<file path="src/hdl/rbsi_pkg.sv">
// rbsi_pkg: shared types, widths and codes for the ray/box slab intersection block
// no dependencies; used by every module under hdl
package rbsi_pkg;

    localparam int FIX_W     = 32;
    localparam int SLAB_W    = 49;
    localparam int DIV_STEPS = 48;
    localparam int DIV_LAT   = DIV_STEPS + 2;

    typedef logic signed [FIX_W-1:0]  fix_t;
    typedef logic signed [SLAB_W-1:0] slab_t;
    typedef fix_t [2:0]  vec3_t;
    typedef slab_t [2:0] slab3_t;

    typedef struct packed {
        vec3_t lo;
        vec3_t hi;
    } box_t;

    typedef enum logic [2:0] {
        REG_MIN_X,
        REG_MIN_Y,
        REG_MIN_Z,
        REG_MAX_X,
        REG_MAX_Y,
        REG_MAX_Z
    } reg_idx_t;

    typedef enum logic [1:0] {
        AXIS_X,
        AXIS_Y,
        AXIS_Z
    } axis_t;

    typedef struct packed {
        slab_t t;
        axis_t ax;
        logic  ok;
    } cand_t;

    typedef struct packed {
        logic  hit;
        logic  outside;
        axis_t ax;
        logic  negn;
    } hit_info_t;

    // later axis wins on a strictly larger entry or when the earlier is invalid
    function automatic cand_t pick_near(cand_t a, cand_t b);
        cand_t r;
        if (!a.ok || (b.ok && ($signed(b.t) > $signed(a.t))))
            r = b;
        else
            r = a;
        return r;
    endfunction

    // later axis wins on a strictly smaller exit or when the earlier is invalid
    function automatic cand_t pick_far(cand_t a, cand_t b);
        cand_t r;
        if (!a.ok || (b.ok && ($signed(b.t) < $signed(a.t))))
            r = b;
        else
            r = a;
        return r;
    endfunction

endpackage

</file>
<file path="src/hdl/rbsi_sel.sv">
// rbsi_sel: orders slab parameters, reduces entry/exit over the axes, decides hit and face
// depends on rbsi_pkg
module rbsi_sel
(
    input  logic                 clk,
    input  logic                 rst_n,
    input  logic                 en,
    input  logic                 in_valid,
    input  rbsi_pkg::slab3_t     t_lo,
    input  rbsi_pkg::slab3_t     t_hi,
    input  rbsi_pkg::vec3_t      o,
    input  rbsi_pkg::vec3_t      d,
    input  rbsi_pkg::box_t       box,
    output logic                 out_valid,
    output rbsi_pkg::hit_info_t  info,
    output rbsi_pkg::slab_t      t,
    output rbsi_pkg::vec3_t      o_out,
    output rbsi_pkg::vec3_t      d_out
);

    // stage 1: ordered parameters and zero-direction checks
    rbsi_pkg::slab3_t s1_lo_reg, s1_hi_reg;
    logic [2:0]       s1_ok_reg;
    logic             s1_zm_reg, s1_v_reg;
    rbsi_pkg::vec3_t  s1_o_reg, s1_d_reg;
    // stage 2: axes x and y combined
    rbsi_pkg::cand_t  s2_near_reg, s2_far_reg;
    rbsi_pkg::slab_t  s2_lo_reg, s2_hi_reg;
    logic             s2_ok_reg, s2_zm_reg, s2_v_reg;
    rbsi_pkg::vec3_t  s2_o_reg, s2_d_reg;
    // stage 3: all axes combined
    rbsi_pkg::cand_t  s3_near_reg, s3_far_reg;
    logic             s3_zm_reg, s3_v_reg;
    rbsi_pkg::vec3_t  s3_o_reg, s3_d_reg;
    // stage 4: decision
    rbsi_pkg::hit_info_t s4_info_reg;
    rbsi_pkg::slab_t     s4_t_reg;
    logic                s4_v_reg;
    rbsi_pkg::vec3_t     s4_o_reg, s4_d_reg;

    rbsi_pkg::slab3_t    lo_c, hi_c;
    logic [2:0]          ok_c, zm_c;
    rbsi_pkg::cand_t     near01, far01, near_c, far_c;
    rbsi_pkg::hit_info_t info_c;
    rbsi_pkg::slab_t     t_c;
    logic                miss_c, dpos_c;

    always_comb
    begin
        for (int i = 0; i < 3; i++)
        begin
            ok_c[i] = (d[i] != '0);
            zm_c[i] = !ok_c[i] && (($signed(o[i]) < $signed(box.lo[i]))
                                || ($signed(o[i]) > $signed(box.hi[i])));
            if ($signed(t_hi[i]) < $signed(t_lo[i]))
            begin
                lo_c[i] = t_hi[i];
                hi_c[i] = t_lo[i];
            end
            else
            begin
                lo_c[i] = t_lo[i];
                hi_c[i] = t_hi[i];
            end
        end
    end

    always_comb
    begin
        near01 = rbsi_pkg::pick_near('{s1_lo_reg[0], rbsi_pkg::AXIS_X, s1_ok_reg[0]},
                                     '{s1_lo_reg[1], rbsi_pkg::AXIS_Y, s1_ok_reg[1]});
        far01  = rbsi_pkg::pick_far('{s1_hi_reg[0], rbsi_pkg::AXIS_X, s1_ok_reg[0]},
                                    '{s1_hi_reg[1], rbsi_pkg::AXIS_Y, s1_ok_reg[1]});
        near_c = rbsi_pkg::pick_near(s2_near_reg, '{s2_lo_reg, rbsi_pkg::AXIS_Z, s2_ok_reg});
        far_c  = rbsi_pkg::pick_far(s2_far_reg, '{s2_hi_reg, rbsi_pkg::AXIS_Z, s2_ok_reg});
    end

    always_comb
    begin
        miss_c = s3_zm_reg || !s3_near_reg.ok
              || ($signed(s3_near_reg.t) > $signed(s3_far_reg.t))
              || ($signed(s3_far_reg.t) < 0);
        info_c.hit     = !miss_c;
        info_c.outside = $signed(s3_near_reg.t) > 0;
        if (info_c.outside)
        begin
            t_c       = s3_near_reg.t;
            info_c.ax = s3_near_reg.ax;
        end
        else
        begin
            t_c       = s3_far_reg.t;
            info_c.ax = s3_far_reg.ax;
        end
        dpos_c      = $signed(s3_d_reg[info_c.ax]) > 0;
        info_c.negn = info_c.outside ? dpos_c : !dpos_c;
    end

    always_ff @(posedge clk)
    begin
        if (en)
        begin
            s1_lo_reg   <= lo_c;
            s1_hi_reg   <= hi_c;
            s1_ok_reg   <= ok_c;
            s1_zm_reg   <= |zm_c;
            s1_o_reg    <= o;
            s1_d_reg    <= d;
            s2_near_reg <= near01;
            s2_far_reg  <= far01;
            s2_lo_reg   <= s1_lo_reg[2];
            s2_hi_reg   <= s1_hi_reg[2];
            s2_ok_reg   <= s1_ok_reg[2];
            s2_zm_reg   <= s1_zm_reg;
            s2_o_reg    <= s1_o_reg;
            s2_d_reg    <= s1_d_reg;
            s3_near_reg <= near_c;
            s3_far_reg  <= far_c;
            s3_zm_reg   <= s2_zm_reg;
            s3_o_reg    <= s2_o_reg;
            s3_d_reg    <= s2_d_reg;
            s4_info_reg <= info_c;
            s4_t_reg    <= t_c;
            s4_o_reg    <= s3_o_reg;
            s4_d_reg    <= s3_d_reg;
        end
    end

    always_ff @(posedge clk or negedge rst_n)
    begin
        if (!rst_n)
        begin
            s1_v_reg <= 1'b0;
            s2_v_reg <= 1'b0;
            s3_v_reg <= 1'b0;
            s4_v_reg <= 1'b0;
        end
        else if (en)
        begin
            s1_v_reg <= in_valid;
            s2_v_reg <= s1_v_reg;
            s3_v_reg <= s2_v_reg;
            s4_v_reg <= s3_v_reg;
        end
    end

    assign out_valid = s4_v_reg;
    assign info      = s4_info_reg;
    assign t         = s4_t_reg;
    assign o_out     = s4_o_reg;
    assign d_out     = s4_d_reg;

endmodule

</file>
<file path="config.mk">
export PLATFORM = sky130hd
export DESIGN_NAME = rbsi_sel
export DESIGN_NICKNAME = d
export VERILOG_FILES = /design/src/hdl/rbsi_pkg.sv /design/src/hdl/rbsi_sel.sv
export SDC_FILE = /design/constraint.sdc
export NUM_CORES = 2
export LEC_CHECK = 0
export ABC_AREA = 1
export BUFFER_PORTS_ARGS = -buffer_cell sky130_fd_sc_hd__buf_4
export CAP_MARGIN = 20
export CELL_PAD_IN_SITES_DETAIL_PLACEMENT = 1
export CELL_PAD_IN_SITES_GLOBAL_PLACEMENT = 2
export CORE_MARGIN = 3
export CORE_UTILIZATION = 39
export DETAILED_ROUTE_END_ITERATION = 12
export GPL_TIMING_DRIVEN = 0
export PLACE_DENSITY = 0.9
export SLEW_MARGIN = 15
export SYNTH_ARGS = -nofsm -noshare
export SYNTH_HDL_FRONTEND = slang
export SYNTH_SLANG_ARGS = --single-unit
</file>
<file path="constraint.sdc">
create_clock -name clk -period 2.9 [get_ports clk]
set_input_delay 0.725 -clock clk [delete_from_list [all_inputs] [get_ports clk]]
set_output_delay 0.725 -clock clk [all_outputs]
set_load 0.03 [all_outputs]
</file>
# Word level (Yosys, flattened, before mapping)

Index checks and enable logic that the tools add are counted.

Order comparisons: 18
Muxes and demuxes: 15
Reductions and logical operators: 30

Operators by type and width:

| cell                | count |
|---|---|
| $mux 49             | 7 |
| $lt 49x49->1        | 5 |
| $mux 52             | 4 |
| $gt 49x49->1        | 3 |
| $gt 32x32->1        | 3 |
| $lt 32x32->1        | 3 |
| $reduce_bool 32->1  | 3 |
| $bmux 32 s2         | 1 |
| $gt 49x1->1 const B | 1 |
| $lt 49x1->1 const B | 1 |
| $gt 32x1->1 const B | 1 |
| $mux 32             | 1 |
| $logic_or 1x1->1    | 10 |
| $logic_not 1->1     | 9 |
| $logic_and 1x1->1   | 7 |
| $lt 2x3->1 const B  | 1 |
| $reduce_or 3->1     | 1 |
| $mux 2              | 1 |
| $mux 1              | 1 |

Bits in registers: 1432
Input port bits: 682
Output and inout port bits: 247
Logic and storage cells: 120

# Logic depth before layout (Yosys ltp)

Depth in word-level cells: 7
Mapped depth: 19
Depth with buffers taken out: 18

# Worst setup path before layout

Ideal clock, no wire load.

Kind: input to register
Start: in t_lo[22] (netlist name)
End: reg s1_lo_reg[10] (netlist name), data pin
Library setup time: 0.252 ns
Arrival time: 2.620 ns
Data required time: 2.648 ns
Setup slack: 0.028 ns
Cell stages on the path: 16
Buffers on the path: 2
Path through: inv_1 -> ha_1 -> a21oi_1 -> nor2_1 -> a21oi_1 -> nand2_1 -> o21ai_0 -> o2111ai_1 -> a21boi_0 -> nand2_1 -> nand2_1 -> nand2_1 -> buf_2 -> buf_2 -> nand2_1 -> nand2_1

RTL lines:

| what                   | RTL line        | source |
|---|---|---|
| start: declaration     | rbsi_sel.sv:9   | `input rbsi_pkg::slab3_t t_lo,` |
| end signal: assignment | rbsi_sel.sv:103 | `s1_lo_reg <= lo_c;` |
| end: declaration       | rbsi_sel.sv:22  | `rbsi_pkg::slab3_t s1_lo_reg, s1_hi_reg;` |

==> results by group <==
Status
  – Status: complete, but fails checks
  – Violated checks: negative setup slack

CTS
  – Clock sink count: 1430
  – CTS Buffer Depth: 3
  – TritonCTS Buffers: 158
  – TritonCTS clock tree: yes
  – Reg clk slew, reported paths: 0.06 ns
  – H-tree lvl count: 4
  – CTS root buf: clkbuf_16
  – Worst skew pair latency: around 0.81 ns

Worst setup path
  – WP data arrival: 3.61 ns
  – Worst setup SP type: flip-flop
  – Worst Path Max Fanout: 10
  – WS Path Type: reg2reg
  – Data required, critical path: 3.49 ns
  – Crit. End Element: flip-flop

Finish
  – Commonest non-fill, non-tap cell in the layout: edfxtp_1
  – Share of layout cells above drive strength 1: 25.1%
  – Fillcell total: approximately 17k
  – Util after Layout: between 50 and 60%
  – Area grow syn2layout: 29.6%
  – Most frequent cells in the layout: 1426 x edfxtp_1, 1153 x nand2_1, 991 x buf_4
  – Layout Nets: 7880
  – Post-Layout Cell Count: 8995
  – Multi-input logic area: around 0.021 mm²
  – Reg area: 0.0429 mm²
  – Cell area after layout: 0.0843 mm²

STA
  – Fin crit share: 104%
  – Relative slew margins: 29.3%
  – Final setup vio count: 74
  – RSZ-0062 raised after global routing: true
  – Final hold vios: 0
  – Max Slew Vio Count: 0
  – Worst Skew: between 0.03 and 0.04 ns
  – Slew @ Worst Pin: roughly 1.1 ns
  – Fin crit period: 3.03 ns
  – F_max: about 330 MHz
  – Final WS setup: -0.127 ns

Power and ir drop
  – Pwr per Cell Area: 701 mW/mm²
  – Leak: 36.7 nW
  – Worst vdd ir: 0.586 mV

Yosys
  – Syn nets: 6696
  – Register area share after synthesis: roughly 66%
  – Fraction of registers with async set/reset: 0.280%
  – Yosys warns: 0
  – Top cell type's share of synthesized area: about two thirds
  – Yosys cell types: 44
  – Area leader, netlist: edfxtp_1
  – #FFs+latches synth: ~1.4k
  – Syn Area/Cell: approximately 12 µm²
  – Main synth FF type: edfxtp_1
  – EDFF count, synth: 1426
  – Post-synthesis instance area: ~0.065 mm²
  – Cells after Synth: 5438
  – Synth top area cells: edfxtp_1 66%, ha_1 11%, nand2_1 7.7%

Place
  – Hpwl dp: 183000 µm
  – GP Congestion: 0.926
  – Port buffer count: roughly 930
  – # placed instances: 8564
  – Cell Area, Placed: 0.0750 mm²

Die
  – Die W: 414 µm
  – Initial Util: 39.3%
  – Num rows: approximately 150
  – Ports: 929
  – Die height: 414 µm
  – Core Box Area: 0.165 mm²
  – DIE AREA: approximately 0.17 mm²

GRT
  – Tot GR Track Use: 26.3%
  – Largest net degree at the start of global routing: 168
  – Initial antenna violation count: 90
  – Number of global-route vias before repair: 49.2k
  – First-pass GRT wire length: around 330000 µm
  – Total gr overflow: 0

Detailed routing
  – Drt total wl: 235000 µm
  – WL per Instance: 26.1 µm
  – Via count: roughly 47k
  – Pre-antenna DRT Iters: 5
  – Routed vias/inst: 5.20
  – Initial DRC count: 3685
  – Detail Route Antenna Nets: 0
  – Remaining DRCs: 0

Job
  – Max cap viols: 0

Worst hold path
  – Worst Hold Class: in2reg
## kinds of logic (layout without fill, tap and decap cells)
logic type / after synthesis / after routing / synth area share [%]
xor+xnor: 4 / 4 / 0.0828
simple gates: 1828 / 1831 / 11.6
buf+inv: 842 / 2152 / 5.05
compound gates: 758 / 758 / 6.18
other cells: 0 / 55 / 0
fa+ha+maj: 576 / 576 / 11.1
flops: 1430 / 1430 / 66.0
## power breakdown
| group | internal (mW) | switching [mW] |
|---|---|---|
| clock | 12.2 | 8.61 |
| sequential | 25.5 | 1.20 |
| combinational | 4.27 | 7.25 |
| total | 42.0 | 17.1 |
## metrics by stage
stage               power, mW  hold WS [ns]   TNS, ns  worst slack, ns
CTS                      58.3        0.0294     -2.66           -0.135
finish                   59.0         0.103     -3.19           -0.127
detailed placement       36.5         0.405  -1019.28            -1.76
global placement         36.4         0.400         -           -11.63
floorplan                31.5         0.400         0           0.0275
global route             61.5        0.0427    -12.43           -0.206
## cell type report
| class | count | share of cell area, % |
|---|---|---|
| timing repair buffer | 1031 | 10.0 |
| buffer | 114 | 1.22 |
| inverter | 718 | 3.20 |
| tap | 2189 | 3.25 |
| clock buffer | 190 | 4.89 |
| clock inverter | 99 | 1.47 |
| multi-input combinational | 3169 | 24.9 |
| sequential | 1430 | 50.9 |
| antenna | 55 | 0.163 |
## per-layer routing
metal | GRT usage [%] | vias up | share of wire (%)
met3 | 4.90 | 488 | 5.5
met1 | 29.1 | 23300 | 36
met2 | 47.0 | 1515 | 52
met4 | 15.3 | 8 | 6.3
met5 | 0 | - | 0.024
li1 | - | 21500 | -
## synthesized netlist by cell type (41+ instances only)
cell type,n
ha_1,576
edfxtp_1,1426
nor4_1,54
inv_1,717
o21ai_0,371
nor2_1,124
clkbuf_1,74
a21oi_1,289
nand2_1,1327
nand4_1,59
nand3_1,192
nor3_1,41
## worst max-delay path, cell delays in order, from the launching register on
cell and delay, ns:
edfxtp_1 0.45, ha_4 0.32, nand2_1 0.06, inv_1 0.11, nand2_4 0.07, nor4_4 0.31, nand2_1 0.15, nor3_2 0.21
nand2_1 0.11, nand2_1 0.09, nand2_2 0.08, nand3_4 0.11, buf_12 0.14, nand2_8 0.09, buf_6 0.20, o21ai_0 0.30
## repair_timing
| action | in CTS | in global routing |
|---|---|---|
| gates resized for setup | 407 | 368 |
| pin swaps | 35 | 70 |
| hold buffers | 1 | 0 |
| setup endpoints to repair | 691 | 576 |
| gates cloned | 14 | 11 |
| buffers inserted | 29 | 48 |
| hold endpoints to repair | 4 | 0 |
## path summary, 6_finish.rpt
path | start | endpoint | cells past startpoint | slack [ns]
max in group asynchronous | rst_n | s1_v_reg | 2 | 2.52
hold / removal | d[35] | s1_d_reg[35] | 1 | 0.10
hold reg to reg | s1_d_reg[82] | s2_d_reg[82] | 0 | 0.41
setup / recovery | s1_lo_reg[97] | s2_near_reg[51] | 15 | -0.13
min in group asynchronous | rst_n | s3_v_reg | 2 | 0.28
setup reg to reg | s1_lo_reg[97] | s2_near_reg[51] | 15 | -0.13
Note: power is estimated with default switching activity, not from simulation.
