<file path="config.mk">
export PLATFORM = sky130hd
export DESIGN_NAME = rbsi_cfg
export DESIGN_NICKNAME = d
export VERILOG_FILES = /design/src/hdl/rbsi_pkg.sv /design/src/hdl/rbsi_cfg.sv
export SDC_FILE = /design/constraint.sdc
export NUM_CORES = 1
export LEC_CHECK = 0
export BUFFER_PORTS_ARGS = -buffer_cell sky130_fd_sc_hd__buf_2
export CAP_MARGIN = 20
export CORE_MARGIN = 2
export CORE_UTILIZATION = 56
export DETAILED_ROUTE_END_ITERATION = 12
export GPL_ROUTABILITY_DRIVEN = 0
export PLACE_DENSITY = 0.87
export SYNTH_ARGS = -nofsm -noshare
export SYNTH_HDL_FRONTEND = slang
export SYNTH_SLANG_ARGS = --single-unit
</file>
<file path="constraint.sdc">
create_clock -name clk -period 1.79 [get_ports clk]
set_input_delay 0.0895 -clock clk [delete_from_list [all_inputs] [get_ports clk]]
set_output_delay 0.0895 -clock clk [all_outputs]
set_load 0.03 [all_outputs]
</file>
<file path="src/hdl/rbsi_pkg.sv">
// rbsi_pkg: shared types, widths and codes for the ray/box slab intersection block
// no dependencies; used by every module under hdl
package rbsi_pkg;

    localparam int FIX_W     = 32;
    localparam int SLAB_W    = 49;
    localparam int DIV_STEPS = 48;
    localparam int DIV_LAT   = DIV_STEPS + 2;

    typedef logic signed [FIX_W-1:0]  fix_t;
    typedef logic signed [SLAB_W-1:0] slab_t;
    typedef fix_t [2:0]  vec3_t;
    typedef slab_t [2:0] slab3_t;

    typedef struct packed {
        vec3_t lo;
        vec3_t hi;
    } box_t;

    typedef enum logic [2:0] {
        REG_MIN_X,
        REG_MIN_Y,
        REG_MIN_Z,
        REG_MAX_X,
        REG_MAX_Y,
        REG_MAX_Z
    } reg_idx_t;

    typedef enum logic [1:0] {
        AXIS_X,
        AXIS_Y,
        AXIS_Z
    } axis_t;

    typedef struct packed {
        slab_t t;
        axis_t ax;
        logic  ok;
    } cand_t;

    typedef struct packed {
        logic  hit;
        logic  outside;
        axis_t ax;
        logic  negn;
    } hit_info_t;

    // later axis wins on a strictly larger entry or when the earlier is invalid
    function automatic cand_t pick_near(cand_t a, cand_t b);
        cand_t r;
        if (!a.ok || (b.ok && ($signed(b.t) > $signed(a.t))))
            r = b;
        else
            r = a;
        return r;
    endfunction

    // later axis wins on a strictly smaller exit or when the earlier is invalid
    function automatic cand_t pick_far(cand_t a, cand_t b);
        cand_t r;
        if (!a.ok || (b.ok && ($signed(b.t) < $signed(a.t))))
            r = b;
        else
            r = a;
        return r;
    endfunction

endpackage

</file>
<file path="src/hdl/rbsi_cfg.sv">
// rbsi_cfg: apb register file holding the box corners
// depends on rbsi_pkg
module rbsi_cfg
(
    input  logic               clk,
    input  logic               rst_n,
    input  logic               psel,
    input  logic               penable,
    input  logic               pwrite,
    input  logic [4:0]         paddr,
    input  logic [31:0]        pwdata,
    output logic [31:0]        prdata,
    output logic               pready,
    output rbsi_pkg::box_t     box
);

    rbsi_pkg::box_t     box_reg;
    rbsi_pkg::box_t     box_next;
    rbsi_pkg::reg_idx_t idx;
    logic               wr;

    assign pready = 1'b1;
    assign idx    = rbsi_pkg::reg_idx_t'(paddr[4:2]);
    assign wr     = psel && penable && pwrite;
    assign box    = box_reg;

    always_comb
    begin
        box_next = box_reg;
        if (wr)
        begin
            unique case (idx)
                rbsi_pkg::REG_MIN_X: box_next.lo[0] = pwdata;
                rbsi_pkg::REG_MIN_Y: box_next.lo[1] = pwdata;
                rbsi_pkg::REG_MIN_Z: box_next.lo[2] = pwdata;
                rbsi_pkg::REG_MAX_X: box_next.hi[0] = pwdata;
                rbsi_pkg::REG_MAX_Y: box_next.hi[1] = pwdata;
                rbsi_pkg::REG_MAX_Z: box_next.hi[2] = pwdata;
                default:             box_next = box_reg;
            endcase
        end
    end

    always_comb
    begin
        unique case (idx)
            rbsi_pkg::REG_MIN_X: prdata = box_reg.lo[0];
            rbsi_pkg::REG_MIN_Y: prdata = box_reg.lo[1];
            rbsi_pkg::REG_MIN_Z: prdata = box_reg.lo[2];
            rbsi_pkg::REG_MAX_X: prdata = box_reg.hi[0];
            rbsi_pkg::REG_MAX_Y: prdata = box_reg.hi[1];
            rbsi_pkg::REG_MAX_Z: prdata = box_reg.hi[2];
            default:             prdata = '0;
        endcase
    end

    always_ff @(posedge clk or negedge rst_n)
    begin
        if (!rst_n)
            box_reg <= '0;
        else
            box_reg <= box_next;
    end

endmodule

</file>
# After elaboration in Yosys (flattened, before gate mapping)
# Cells that the tools add are included.
[totals]
out_inout_bits = 225
wordCells = 21
regBits = 192
inputBits = 42
[op_classes]
eq_ne = 5
mux = 1
n_reduce_logical = 9
[op_table]
columns = ["operator", "n"]
rows = [
  ["32-bit one-hot mux with 6 select lines", 1],
  ["2-bit AND reduction", 6],
  ["3-bit by 2-bit equality test with 1-bit output (second input constant)", 2],
  ["3-bit equality test (second input constant)", 2],
  ["3-bit by 1-bit equality test with 1-bit output (second input constant)", 1],
  ["3-bit logical NOT", 1],
  ["1-bit logical AND", 2],
]

# Logic depth before layout (Yosys ltp)
# Gate-level depths: netlist of the first run.
[logic_depth]
word_depth = 3
ltp_mapped = 6

# Least setup slack after synthesis of the first run
# OpenSTA, ideal clock, no wires.
[synth_timing]
path_type = "in2out"
startpoint = "input paddr[3]"
endpoint = "output prdata[12]"
arrival_ns = 1.631
n_path_buf = 3
cell_stages = 6
required_time_ns = 1.701
setup_slack_ns = 0.070
path_cell_list = "buf_4 -> buf_4 -> buf_4 -> nor2_2 -> a22oi_1 -> o21ai_0"
[synth_via]
elab_chain_len = 2
elab_cells_between_ends = 7
cone_classes = "eq/ne: 5; mux: 1; reduce/logical: 1"
[synth_rtl]
columns = ["item", "line_no", "text"]
rows = [
  ["from (decl)", "rbsi_cfg.sv:10", "input logic [4:0] paddr,"],
  ["3-bit equality test (tied with other cells)", "rbsi_cfg.sv:46", "unique case (idx)"],
  ["32-bit one-hot mux with 6 select lines (*)", "rbsi_cfg.sv:46", ""],
  ["to (decl)", "rbsi_cfg.sv:12", "output logic [31:0] prdata,"],
]
# Every way passes the cells marked *; elsewhere a longest branch is shown, timed or not.

# Worst setup path after layout of the first run
[layout_timing]
startpoint = "register box_reg, in the netlist box[20]"
endpoint = "output prdata[20]"
[layout_via]
elab_chain_len = 1
[layout_rtl]
columns = ["item", "line_no", "text"]
rows = [
  ["from (decl)", "rbsi_cfg.sv:17", "rbsi_pkg::box_t box_reg;"],
  ["from (signal assigned)", "rbsi_cfg.sv:62", "box_reg <= box_next;"],
  ["32-bit one-hot mux with 6 select lines", "rbsi_cfg.sv:46", ""],
]
# No other way between the ends.

==> impl_metrics.yaml, run 1 <==
layout:
  fillCellCount: 1019
  ff_latch_area_sq_mm: 0.00480
  multi_input_area_sq_mm: 0.00395
  syn2layout_area_growth_pct: 30.7
  fin_nets: 978
  drive_above_1_share_pct: 61.5
  largest_register_ffs: 192
logic_synthesis:
  synth_area_leaders: "dfrtp_1, mux2_2, mux2_4"
  synth-edff-count: 0
  synth.yosys.seq_area_share_pct: 53.5
  synthArstFlopShare_pct: 100
  yosys.cell_types.count: 33
  synthFlopType: "dfrtp_1"
  synth_area_per_cell_sq_um: 14.2
  yosys_warnings: 0
  syn-cell-area_sq_mm: 0.00899
  ys_seq_elements: 192
  synth_top_area_cell: "dfrtp_1"
  synthCells: 634
  netlist.area_leader.share_pct: 53.5
  syn-num-nets: 676
setup_path:
  cp.arrival_ns: 1.67
  crit_path_end_kind: "primary output"
  reg2regPathDepth: 2
  worstReg2RegEnd: "box[20]$_DFFE_PN0P_"
  crit_path_start_kind: "register"
  worst_ep_required_time_ns: 1.70
  endpoint: "prdata[20]"
  crit_path_start: "box[20]$_DFFE_PN0P_"
  ff2ff_setup_slack_ns: 0.90
  worstSetupPathType: "reg -> out"
  crit_fanout: 3
  r2r_start: "box[20]$_DFFE_PN0P_"
route:
  route.detailed.drc: 0
  detail_route.wl_per_cell_microns: 22.1
  antenna_left: 0
  drt_first_pass_iters: 5
  vias: 6862
  routed_wl_microns: 25800
  dr.first_iter.drc_count: 426
  drt-vias-per-instance: 5.89
cts:
  cts_tree: "yes"
  clock-root-buffer: "clkbuf_16"
  cts_made_buffers: 17
  clkTransAtPathRegs_ns: 0.07
  clkSinkCount: 192
  htree_levels: 4
  clockBufferDepth: 2
  clk_latency_ns: 0.42
sta:
  slew_violations: 0
  finalHoldViolCount: 0
  fin_setup_tns_ns: 0
  skew_ns: 0
  setup_viol: 0
  post-route-period-util_pct: 98.2
  worst_slack_ns: 0.0330
  period_needed_ns: 1.76
  max_freq_ghz: 0.569
status:
  outcome: "completed"
die:
  start_util_pct: 57.0
  die_h_microns: 131
  io_pins: 267
  num_rows: 46
  dieArea_sq_mm: 0.0171
  die_w_microns: 131
  coreArea_sq_mm: 0.0158
grt:
  grt_pass1_wl_microns: 38800
  grt_overflow: 0
  grt_pass1_vias: 6925
  grt_usage_pct: 30.3
  grt_max_degree: 63
  antenna_found_initial: 1
job:
  cap_violations: 0
power:
  ir_worst_vdd_v: 0.000725
  power.leakage_uw: 0.00585
  power.density_mw_per_mm2: 1260
place:
  hpwl_microns: 16900
  pre_cts_ws_ns: 0.180
  io_buffers: 263
min_path:
  min_path_type: "in -> async"
==> layout make-up <==
cell class / count / share of cell area [%]
multi-input combinational: 393 / 33.6
sequential: 192 / 40.9
antenna: 1 / 0.0213
timing repair buffer: 331 / 18.0
clock buffer: 17 / 3.62
inverter: 1 / 0.0319
tap: 216 / 2.30
clock inverter: 15 / 1.47
==> worst max-delay path: stages (launching register included) <==
cell,delay (ns)
dfrtp_1,0.39
mux4_2,0.48
a22o_1,0.22
buf_6,0.14
==> cells by family (layout without fill, tap and decap cells) <==
group | count (synthesis) | count (layout) | share of synthesized area (%)
AOI/OAI and AO/OA | 82 | 82 | 6.31
buffers and inverters | 49 | 364 | 3.51
DFF | 192 | 192 | 53.5
muxes | 259 | 259 | 33.7
other | 1 | 2 | 0.0417
and+or+nand+nor | 51 | 51 | 3.02
==> worst min-delay path by stage <==
| stage | endpoint | cells after the start | slack, ns | start |
|---|---|---|---|---|
| 6_report | box[179]$_DFFE_PN0P_ | 2 | 0.16 | rst_n |
| 3_3_place_gp | box[179]$_DFFE_PN0P_ | 1 | 0.06 | rst_n |
| 3_5_place_dp | box[179]$_DFFE_PN0P_ | 1 | 0.06 | rst_n |
| 4_1_cts | box[179]$_DFFE_PN0P_ | 2 | 0.16 | rst_n |
| 5_1_grt | box[179]$_DFFE_PN0P_ | 2 | 0.20 | rst_n |
| 2_1_floorplan | box[0]$_DFFE_PN0P_ | 0 | -0.21 | rst_n |
==> cells in the mapped netlist, types with 2 or more instances <==
master,number
buf_2,18
dfrtp_1,192
a22oi_1,7
a21oi_1,12
clkbuf_1,8
mux2_1,11
a32oi_1,7
a2bb2oi_1,3
buf_4,15
nand2b_1,2
nor3b_1,6
mux2i_1,12
a211o_1,6
mux2_2,205
nand2_1,32
nor2_2,3
o21ai_0,16
a221oi_1,15
mux2_4,30
buf_6,7
a31oi_1,15
==> power by group <==
group          internal, uW  total, uW  switching, uW
clock                  2100       3860           1760
combinational          1850       5010           3170
sequential             5190       5900            714
==> metal layers <==
metal / wire length, microns / track usage [%]
met1: 10500 / 38.4
met2: 12800 / 50.5
met4: 688 / 12.3
met5: 0 / 0
met3: 1890 / 7.25
==> what timing repair did <==
item / CTS / global route
hold buffers: 33 / 0
setup endpoints to repair: 1 / 9
resized for setup: 1 / 11
hold endpoints to repair: 265 / 0
buffers inserted: 0 / 1
==> placed cells by master (no fill, tap or decap), types with 9 or more instances in the layout <==
cell type        n
a21oi_1         12
a221oi_2         9
a31oi_1         15
buf_12          15
buf_2          258
buf_4           22
clkbuf_16       17
dfrtp_1        192
dlygate4sd3_1   33
mux2_1          11
mux2_2         205
mux2_4          30
mux2i_1         12
nand2_1         31
o21ai_0         16
==> through the flow <==
step / cells / total power, uW / instance area, sq um / util (%) / hold slack [ns]
floorplan: 634 / 9150 / 8990 / - / -0.206
global placement: 1099 / 10700 / 10700 / 68.1 / 0.0582
detailed placement: 1099 / 10800 / 10700 / 68.1 / 0.0622
CTS: 1164 / 14700 / 11700 / 74.0 / 0.164
global route: 1166 / 15400 / 11800 / 74.5 / 0.203
finish: 1166 / 14800 / 11800 / 74.5 / 0.159
Note: power is estimated with default switching activity, not from simulation.
==> run 2: changes to the inputs <==
--- a/config.mk
+++ b/config.mk
@@ -5,13 +5,14 @@
 export SDC_FILE = /design/constraint.sdc
 export NUM_CORES = 1
 export LEC_CHECK = 0
+export ABC_AREA = 1
 export BUFFER_PORTS_ARGS = -buffer_cell sky130_fd_sc_hd__buf_2
 export CAP_MARGIN = 20
 export CORE_MARGIN = 2
-export CORE_UTILIZATION = 56
+export CORE_UTILIZATION = 57
 export DETAILED_ROUTE_END_ITERATION = 12
 export GPL_ROUTABILITY_DRIVEN = 0
-export PLACE_DENSITY = 0.87
+export PLACE_DENSITY = 0.88
 export SYNTH_ARGS = -nofsm -noshare
 export SYNTH_HDL_FRONTEND = slang
 export SYNTH_SLANG_ARGS = --single-unit
==> run 2 against run 1 <==
  * Power decreased by 0.33%
  * Final area increased by 1.9%
  * Critical path depth increased by 4
  * Non-clock buffer count increased by 6
  * Core utilization increased by 0.85 points
  * Highest routed layer unchanged
==> impl_metrics.yaml, run 2 <==
setup_path:
  worst_ep_required_time_ns: 1.70
  cp.arrival_ns: 1.47
  crit_path_start: "paddr[2]"
  crit_fanout: 37
  r2r_start: "box[151]$_DFFE_PN0P_"
  worstReg2RegEnd: "box[151]$_DFFE_PN0P_"
  reg2regPathDepth: 2
  endpoint: "prdata[11]"
  cp_slowest_stage_delay_ns: 0.48
  crit_path_start_kind: "primary input"
  crit_chain: "buf_2 -> buf_4 -> nand4_1 -> nand2_1 -> nor2_1 -> nand2_1 -> buf_2"
  cp_slowest_cell: "buf_4"
  ff2ff_setup_slack_ns: 0.88
  crit_path_end_kind: "primary output"
  worstSetupPathType: "in -> out"
power:
  sw_frac_of_total_pct: 39.9
  power.density_mw_per_mm2: 1230
  ir_worst_vdd_v: 0.000707
  clkPwrFrac_pct: 27.8
  power.leakage_uw: 0.00659
  seqPwrFrac_pct: 39.7
  p_int_uw: 8860
  p_comb_share_pct: 32.5
  p_sw_uw: 5870
logic_synthesis:
  yosys_warnings: 0
  synth.yosys.seq_area_share_pct: 51.7
  synth_area_leaders: "dfrtp_1, nand2_1, o21ai_0"
  netlist.area_leader.share_pct: 51.7
  yosys.cell_types.count: 15
  synthArstFlopShare_pct: 100
  synth_area_per_cell_sq_um: 7.53
  synthCells: 1234
  synth_top_area_cell: "dfrtp_1"
  ys_seq_elements: 192
  syn-num-nets: 1276
  synth_most_common_cell: "nand2_1"
  synthFlopType: "dfrtp_1"
  ys_top_cells_by_count: "nand2_1, dfrtp_1, o21ai_0"
  synth-edff-count: 0
  syn-cell-area_sq_mm: 0.00930
cts:
  clk_latency_ns: 0.43
  cts_made_buffers: 17
  cts_tree: "yes"
  clockBufferDepth: 2
  clkTransAtPathRegs_ns: 0.07
  htree_levels: 4
  cts_setup_buffers: 0
  clock-root-buffer: "clkbuf_16"
  clkSinkCount: 192
sta:
  rsz0062_at_grt: "false"
  period_needed_ns: 1.56
  max_freq_ghz: 0.641
  relSlewSlack_pct: 66.3
  hold_slack_ns: 0.140
  skew_ns: 0
  setup_viol: 0
  tightest_slew_ns: 0.506
  finalHoldViolCount: 0
  post-route-period-util_pct: 87.1
  slew_violations: 0
  fin_setup_tns_ns: 0
die:
  num_rows: 46
  die_w_microns: 132
  coreArea_sq_mm: 0.0159
  start_util_pct: 58.5
  die_h_microns: 132
  dieArea_sq_mm: 0.0173
  io_pins: 267
grt:
  grt_pass1_wl_microns: 53800
  grt_pass1_vias: 10153
  grt_overflow: 0
  grt_max_degree: 57
  antenna_found_initial: 0
  grt_usage_pct: 39.4
route:
  routed_wl_microns: 34000
  detail_route.wl_per_cell_microns: 19.7
  antenna_left: 0
  wl_met2_microns: 15500
  vias: 10398
  dr_wl_met3_microns: 4410
  wl_met1_microns: 12000
  drt-vias-per-instance: 6.03
  routed.top_layer: "met4"
  dr.first_iter.drc_count: 1165
  drt_first_pass_iters: 8
  route.detailed.drc: 0
layout:
  final_util_pct: 75.4
  ff_latch_area_sq_mm: 0.00480
  fillCellCount: 1155
  final_cell_mix: "nand2_1, buf_2, dfrtp_1"
  syn2layout_area_growth_pct: 28.8
  multi_input_area_sq_mm: 0.00393
  n_antenna_cell: 0
  drive_above_1_share_pct: 23.2
  final_common_cell: "nand2_1"
  fin_nets: 1536
  largest_register_ffs: 192
job:
  cap_violations: 0
place:
  hpwl_microns: 20200
  io_buffers: 263
status:
  outcome: "completed"
min_path:
  min_path_type: "in -> reg"
-- run 2: cell count changes in the layout (fill, tap and decap cells not counted), sizes merged, moves of 59 or more --
cell   change
nand2    +410
mux2     -246
o21ai    +199
nand3    +100
nor2      +63
inv       +59
-- run 2: routing by layer --
metal / vias to the layer above / track usage [%]
met3: 213 / 10.5
met4: 0 / 24.5
li1: 4535 / -
met5: - / 0
met2: 882 / 60.5
met1: 4768 / 50.0
-- run 2: stage by stage --
stage | cell area [sq um] | std cells | worst slack, ns | power, uW
2_1_floorplan | 9300 | 1234 | 0.614 | 8800
3_3_place_gp | 11000 | 1658 | 0.254 | 10400
3_5_place_dp | 11000 | 1658 | 0.193 | 10500
4_1_cts | 12000 | 1723 | 0.289 | 14600
5_1_grt | 12000 | 1723 | 0.153 | 15300
6_report | 12000 | 1723 | 0.230 | 14700
-- run 2: timing repair --
| action | 4_1_cts | 5_1_grt |
|---|---|---|
| resized for setup | 0 | 0 |
| endpoints found under the hold margin | 238 | 0 |
| hold buffers | 33 | 0 |
-- run 2: cells by family (layout without fill, tap and decap cells) --
logic type,Yosys count,count (layout),share of synthesized area (%)
simple gates,664,664,29.7
flops,192,192,51.7
other cells,1,1,0.0403
compound gates,215,215,11.6
buf+inv,162,435,7.01
-- run 2: cell type report --
type,instances,area share (%)
Clock buffer,22,3.96
Clock inverter,10,1.32
Inverter,66,2.07
Multi-Input combinational cell,880,32.8
Sequential cell,192,40.1
Tap cell,216,2.26
Timing Repair Buffer,337,17.4
-- run 2: power groups by stage --
stage	logic, uW	clock network, uW	registers, uW
after global routing	5100	4260	5940
after floorplan	1290	0	7510
after CTS	4730	4100	5810
final	4780	4100	5850
after detailed placement	4650	0	5880
after global placement	4540	0	5850
-- run 2: how the worst min path moves through the flow --
stage / end / from / cells after the start / slack, ns
3_3_place_gp: box[145]$_DFFE_PN0P_ / rst_n / 1 / 0.09
5_1_grt: box[21]$_DFFE_PN0P_ / paddr[3] / 4 / 0.18
3_5_place_dp: box[113]$_DFFE_PN0P_ / rst_n / 1 / 0.08
6_report: box[22]$_DFFE_PN0P_ / paddr[3] / 4 / 0.14
4_1_cts: box[22]$_DFFE_PN0P_ / paddr[3] / 4 / 0.13
2_1_floorplan: box[0]$_DFFE_PN0P_ / rst_n / 0 / -0.21
-- run 2: critical path, delay by kind of cell --
kind / cells / cell delay (ns)
buf+inv: 3 / 0.90
simple gates: 4 / 0.44
